[config.mk]
export PLATFORM = sky130hd
export DESIGN_NAME = vtc_fmul
export DESIGN_NICKNAME = d
export VERILOG_FILES = /design/src/rtl/core/vtc_pkg.sv /design/src/rtl/core/vtc_fmul.sv
export SDC_FILE = /design/constraint.sdc
export NUM_CORES = 2
export LEC_CHECK = 0
export ABC_CLOCK_PERIOD_IN_PS = 16600
export BUFFER_PORTS_ARGS = -buffer_cell sky130_fd_sc_hd__buf_2
export CAP_MARGIN = 25
export CORE_ASPECT_RATIO = 1.4
export CORE_MARGIN = 3
export CORE_UTILIZATION = 65
export DETAILED_ROUTE_END_ITERATION = 16
export PLACE_DENSITY = 0.88
export SLEW_MARGIN = 20
export SYNTH_ARGS = -nofsm -noshare
export SYNTH_HDL_FRONTEND = slang
export SYNTH_SLANG_ARGS = --single-unit
[constraint.sdc]
create_clock -name clk -period 16.6 [get_ports clk]
set_clock_uncertainty 0.15 [all_clocks]
set_input_delay 4.98 -clock clk [delete_from_list [all_inputs] [get_ports clk]]
set_output_delay 4.98 -clock clk [all_outputs]
set_load 0.05 [all_outputs]
[src/rtl/core/vtc_pkg.sv]
// Shared constants, types and single-precision helper functions for the vertex transform.
package vtc_pkg;

  localparam int unsigned NUM_REGS  = 8;
  localparam int unsigned CFG_IDX_W = 4;

  // Configuration register indexes
  localparam logic [CFG_IDX_W-1:0] REG_ROW0_COLS01 = 4'd0;
  localparam logic [CFG_IDX_W-1:0] REG_ROW0_COLS23 = 4'd1;
  localparam logic [CFG_IDX_W-1:0] REG_ROW1_COLS01 = 4'd2;
  localparam logic [CFG_IDX_W-1:0] REG_ROW1_COLS23 = 4'd3;
  localparam logic [CFG_IDX_W-1:0] REG_ROW2_COLS01 = 4'd4;
  localparam logic [CFG_IDX_W-1:0] REG_ROW2_COLS23 = 4'd5;
  localparam logic [CFG_IDX_W-1:0] REG_ROW3_COLS01 = 4'd6;
  localparam logic [CFG_IDX_W-1:0] REG_ROW3_COLS23 = 4'd7;

  // Reset values: identity matrix
  localparam logic [63:0] RST_ROW0_COLS01 = 64'h0000_0000_3F80_0000;
  localparam logic [63:0] RST_ROW0_COLS23 = 64'h0000_0000_0000_0000;
  localparam logic [63:0] RST_ROW1_COLS01 = 64'h3F80_0000_0000_0000;
  localparam logic [63:0] RST_ROW1_COLS23 = 64'h0000_0000_0000_0000;
  localparam logic [63:0] RST_ROW2_COLS01 = 64'h0000_0000_0000_0000;
  localparam logic [63:0] RST_ROW2_COLS23 = 64'h0000_0000_3F80_0000;
  localparam logic [63:0] RST_ROW3_COLS01 = 64'h0000_0000_0000_0000;
  localparam logic [63:0] RST_ROW3_COLS23 = 64'h3F80_0000_0000_0000;

  localparam logic [31:0] CANON_NAN = 32'h7FC0_0000;

  typedef struct packed {
    logic nan;
    logic inf;
    logic zero;
  } fp_flags_t;

  // Classify an IEEE single bit pattern
  function automatic fp_flags_t classify(input logic [31:0] v);
    fp_flags_t f;
    f.nan  = (v[30:23] == 8'hFF) && (v[22:0] != 23'd0);
    f.inf  = (v[30:23] == 8'hFF) && (v[22:0] == 23'd0);
    f.zero = (v[30:0] == 31'd0);
    return f;
  endfunction

  // Exponent with subnormals taken at the minimum normal exponent
  function automatic logic [7:0] eff_exp(input logic [31:0] v);
    return (v[30:23] == 8'd0) ? 8'd1 : v[30:23];
  endfunction

  // Significand with the hidden bit
  function automatic logic [23:0] full_mant(input logic [31:0] v);
    return {v[30:23] != 8'd0, v[22:0]};
  endfunction

  // Leading zero count over 48 bits; 48 when the word is zero
  function automatic logic [5:0] lzc48(input logic [47:0] v);
    logic [5:0] n;
    n = 6'd48;
    for (int i = 0; i < 48; i++) begin
      if (v[i]) n = 6'(47 - i);
    end
    return n;
  endfunction

  // Round to nearest even and pack. m[26] is the leading one, m[2] the guard bit,
  // m[1:0] sticky; e is the biased exponent of that leading one.
  function automatic logic [31:0] round_pack(input logic sign, input logic signed [10:0] e,
                                             input logic [26:0] m);
    logic [26:0] ms;
    logic [26:0] mask;
    logic [10:0] dsh;
    logic [4:0]  sh;
    logic        inc;
    logic [30:0] body;
    logic [31:0] res;
    ms   = m;
    mask = '0;
    dsh  = '0;
    sh   = '0;
    body = '0;
    inc  = 1'b0;
    if (e >= 11'sd255) begin
      res = {sign, 8'hFF, 23'd0};
    end else begin
      if (e >= 11'sd1) begin
        body = {e[7:0], 23'd0};
      end else begin
        // denormalize with sticky
        dsh  = 11'(11'sd1 - e);
        sh   = (dsh > 11'd27) ? 5'd27 : dsh[4:0];
        mask = (27'd1 << sh) - 27'd1;
        ms   = (m >> sh) | {26'd0, |(m & mask)};
      end
      inc  = ms[2] & (ms[3] | ms[1] | ms[0]);
      body = body + {8'd0, ms[25:3]} + {30'd0, inc};
      res  = {sign, body};
    end
    return res;
  endfunction

endpackage

[src/rtl/core/vtc_fmul.sv]
// Three-stage single-precision multiplier: product, leading zero count, normalize and round.
module vtc_fmul (
  input  logic        clk,
  input  logic        en,
  input  logic [31:0] a,
  input  logic [31:0] b,
  output logic [31:0] y
);

  typedef struct packed {
    logic               sign;
    logic               nan;
    logic               inf;
    logic               zero;
    logic signed [10:0] e;
    logic [47:0]        prod;
  } mul_stage_t;

  vtc_pkg::fp_flags_t fa, fb;
  mul_stage_t s1_next, s1, s2;
  logic [5:0]  lz;
  logic [47:0] pn;
  logic signed [10:0] e3;
  logic [26:0] m27;

  // Stage 1: classify and multiply significands
  always_comb begin
    fa = vtc_pkg::classify(a);
    fb = vtc_pkg::classify(b);
    s1_next.sign = a[31] ^ b[31];
    s1_next.nan  = fa.nan | fb.nan | (fa.inf & fb.zero) | (fb.inf & fa.zero);
    s1_next.inf  = fa.inf | fb.inf;
    s1_next.zero = fa.zero | fb.zero;
    s1_next.e    = $signed({3'b0, vtc_pkg::eff_exp(a)}) + $signed({3'b0, vtc_pkg::eff_exp(b)})
                   - 11'sd126;
    s1_next.prod = 48'(vtc_pkg::full_mant(a)) * 48'(vtc_pkg::full_mant(b));
  end

  // Normalize the product
  always_comb begin
    pn  = s2.prod << lz;
    e3  = s2.e - $signed({5'b0, lz});
    m27 = {pn[47:22], |pn[21:0]};
  end

  always_ff @(posedge clk) begin
    if (en) begin
      s1 <= s1_next;
      s2 <= s1;
      lz <= vtc_pkg::lzc48(s1.prod);
      if (s2.nan) begin
        y <= vtc_pkg::CANON_NAN;
      end else if (s2.inf) begin
        y <= {s2.sign, 8'hFF, 23'd0};
      end else if (s2.zero) begin
        y <= {s2.sign, 31'd0};
      end else begin
        y <= vtc_pkg::round_pack(s2.sign, e3, m27);
      end
    end
  end

endmodule

# Word-level counts from Yosys, hierarchy flattened

Cells that the tools add are included.

$add $sub $neg: 7
$mul: 1
Bitwise gates (word level): 13
Reductions and logical operators: 23
Shift operators: 3
Order comparisons: 3
Multiplexer cells: 65
Equal/unequal tests: 2

Operators with widths:

| operator                                           | number |
|---|---|
| 2-to-1 mux 31 bit                                  | 8 |
| 2-to-1 mux 26 bit                                  | 6 |
| 2-to-1 mux 5 bit                                   | 18 |
| 2-to-1 mux 6 bit                                   | 15 |
| logical NOT 31 bit                                 | 2 |
| multiplier 24 x 24 -> 48 bit                       | 1 |
| left shift 48 x 6 -> 48 bit                        | 1 |
| logical NOT 23 bit                                 | 2 |
| nonzero test 23 bit                                | 2 |
| 2-to-1 mux 4 bit                                   | 8 |
| OR reduction 32 bit                                | 1 |
| adder 31 x 1 -> 31 bit                             | 1 |
| adder 31 x 23 -> 31 bit                            | 1 |
| bitwise AND 27 bit                                 | 1 |
| OR reduction 27 bit                                | 1 |
| left shift 1 x 5 -> 27 bit, first input constant   | 1 |
| >> shifter 27 x 5 -> 26 bit                        | 1 |
| subtractor 27 x 1 -> 27 bit, second input constant | 1 |
| OR 26 x 1 -> 26 bit                                | 1 |
| 2-to-1 mux 23 bit                                  | 1 |
| OR reduction 22 bit                                | 1 |
| == test 8 bit, second input constant               | 2 |
| logical NOT 8 bit                                  | 2 |
| 2-to-1 mux 8 bit                                   | 2 |
| other kinds (19)                                   | 37 |

Register bits: 164
Word-level logic and storage cells: 138

# Depth between registers and ports, before layout

Word-level depth: 47
Gate-level depth with buffers: 30
Gate-level depth less buffers: 28

# Worst setup path after synthesis

Ideal clock, no wire load.

Path type: input to register
From: input port b[3]
To: register s1[44] (netlist bit), data pin
Data arrival time: 11.716 ns
Data required time: 16.191 ns
Slack: 4.475 ns
Stages: 27
Cell sequence: clkbuf_1 clkbuf_1 nand2_1 fa_1 inv_1 fa_1 fa_1 fa_1 fa_1 inv_1 fa_1 inv_1 fa_1 ha_1 a21o_1 a21oi_1 nor2b_1 a31oi_1 o311ai_0 nand4_1 a31oi_1 o311a_1 or4_1 a31oi_1 o21bai_1 a21oi_1 xnor2_1

RTL lines:

| what                 | RTL line       | source |
|---|---|---|
| from (decl)          | vtc_fmul.sv:6  | `input logic [31:0] b,` |
| to (signal assigned) | vtc_fmul.sv:48 | `s1 <= s1_next;` |
| to (decl)            | vtc_fmul.sv:20 | `mul_stage_t s1_next, s1, s2;` |

==> impl_metrics.tcl <==
set metrics [dict create \
    row_count 95 \
    grt_pass1_vias 30470 \
    dieArea_mm2 0.05219 \
    synth_ff_type "edfxtp_1" \
    cts_buffer_depth 2 \
    hold_ws_ps 268.7 \
    wl_per_cell_um 27.27 \
    setup_violations 0 \
    die_h_um 269.1 \
    synth.area.mux_share 0.06786 \
    synth.distinct_cells 94 \
    min_path_type "reg -> reg" \
    worstSetupEndpointType "register" \
    fillers 3502 \
    ys.warnings.count 0 \
    grt_first_pass_wirelength_mm 173.1 \
    synth-edff-count 162 \
    cts_buffers 17 \
    syn_to_final_growth_pct 4.827 \
    fin_nets 4240 \
    antenna_found_initial 2 \
    synth_xor_area_frac 0.02013 \
    maxSlewViolCount 0 \
    synth_top_family_by_area "adder cells" \
    io_buffer_count 97 \
    post_cts_buffers 0 \
    syn_inst 3529 \
    grt_start_max_net_pins 84 \
    yosysMostFrequentCell "inv_1" \
    arrival_ps 12590 \
    drt-total-wl_mm 112.8 \
    maxCapViolations 0 \
    worstMarginPinSlew_ps 1124 \
    hold_viol_final 0 \
    gr-total-overflow 0 \
    synth_compound_gate_area_share 0.1135 \
    fmax_mhz 79.73 \
    tritoncts "built" \
    clock_latency_ps 460 \
    hpwl_mm 84.50 \
    fp.coreArea_mm2 0.04850 \
    drive_gt1_frac 0.09675 \
    synth_top_cell_by_area "fa_1" \
    layout_min_cycle_time_ps 12540 \
    cp.required_ps 16650 \
    path_class "in -> reg" \
    cts.sinks 162 \
    antenna_left 0 \
    root_buffer "clkbuf_16" \
    tns_ps 0 \
    drt_iter0_drc 2659 \
    synthTopCellsByArea "fa_1 (30%), edfxtp_1 (15%), ha_1 (7.7%)" \
    synth_area_mm2 0.03214 \
    start_kind "input port" \
    synth_fa_ha_area_frac 0.3790 \
    die_x_um 193.9 \
    vias 27980 \
    clk_transition_reported_paths_ps 80 \
    drc 0 \
    synth_commonest_cells "inv_1 (537), nand2_1 (508), fa_1 (484), and2_1 (202), ha_1 (199)" \
    ctsHoldBuffers 0 \
    rsz0062_at_grt "no" \
    min_period_over_period 0.7556 \
    yosysTopAreaCellShare 0.3015 \
    htreeDepth 4 \
    finalWeightedCongestion 1.014 \
    outcome "finished clean" \
    dr.pass1.iters 9 \
    drt-vias-per-instance 6.763 \
    async_flop_share 0 \
    path_max_fanout 25 \
    slew_headroom 0.2411 \
    ios 98 \
    cts_resized 0 \
    synth-seq-cells 162 \
    track_usage 0.4343 \
    syn_nets 4278 \
    yosysSeqAreaShare 0.1514 \
    synth_simple_gate_area_frac 0.1764 \
    start_util 0.6627 \
    avgSynthCellArea_um2 9.107 \
]
worst paths after layout:
path          start     end  slack [ps]  depth (start not counted)
min          s1[54]  s2[54]         270                          0
max reg2reg   lz[1]   y[21]        7860                         19
min reg2reg  s1[54]  s2[54]         270                          0
max           a[14]  s1[44]        4060                         27
layout by cell type (no fill, tap or decap), types with 38 or more instances in the layout:
master / instances
nand4_1: 39
o22ai_1: 38
inv_1: 537
nor3_1: 61
edfxtp_1: 162
mux4_2: 51
xnor2_1: 56
nand3_1: 40
ha_1: 199
o21ai_0: 69
nor2_1: 167
a21oi_1: 106
fa_1: 484
and2_1: 202
nand2_1: 508
mux2_2: 41
buf_2: 96
mux2i_1: 57
buf_4: 61
state kept, by name, indices dropped and copies added (netlist names):
| register | flops |
|---|---|
| s2 | 62 |
| lz | 6 |
| y | 32 |
| s1 | 62 |
per-stage QoR:
stage / cell area, um2 / worst slack [ps] / util / cells
2_1_floorplan: 32140 / 4475 / - / 3529
3_3_place_gp: 33040 / 3854 / 0.6812 / 4100
6_report: 33690 / 4057 / 0.6947 / 4137
4_1_cts: 33660 / 4179 / 0.6940 / 4133
5_1_grt: 33690 / 3832 / 0.6946 / 4136
3_5_place_dp: 33050 / 3695 / 0.6814 / 4101
metal layers:
metal / global-route usage / routed length (um) / vias to the layer above
met1: 0.4334 / 34070 / 13630
li1: - / - / 11700
met5: 0.001852 / 0 / -
met3: 0.1019 / 9949 / 734
met4: 0.3778 / 12310 / 0
met2: 0.7544 / 56480 / 1910
cell families after synthesis:
family	count (synthesis)
xor+xnor	73
simple gates	1183
mux	149
buf+inv	757
fa+ha+maj	683
compound gates	522
flops	162
worst max-delay path: stages:
cell and delay, ps:
buf_2 540, nand2_1 210, fa_1 580, inv_1 50, fa_1 470, fa_1 580, fa_1 450, fa_1 540
inv_1 50, fa_1 490, inv_1 50, fa_1 430, ha_1 390, a21o_1 220, a21oi_1 140, nor2b_1 60
a31oi_1 190, o311ai_0 170, buf_4 190, nand4_1 110, a31oi_1 150, o311a_1 360, or4_1 430, a31oi_1 370
o21bai_1 100, a21oi_1 190, xnor2_1 90
cell type report:
cell class | count | area, um2 | share of cell area
multi-input combinational | 2610 | 24430 | 0.7253
clock buffer | 17 | 425.4 | 0.01263
inverter | 542 | 2034 | 0.06039
tap | 630 | 788.3 | 0.02340
antenna | 3 | 7.507 | 0.0002228
timing repair buffer | 158 | 949.7 | 0.02819
sequential | 162 | 4865 | 0.1444
clock inverter | 15 | 185.2 | 0.005497
Power is not shown: default switching activity piles up to over one toggle a cycle in this logic, so the estimate is an artifact.
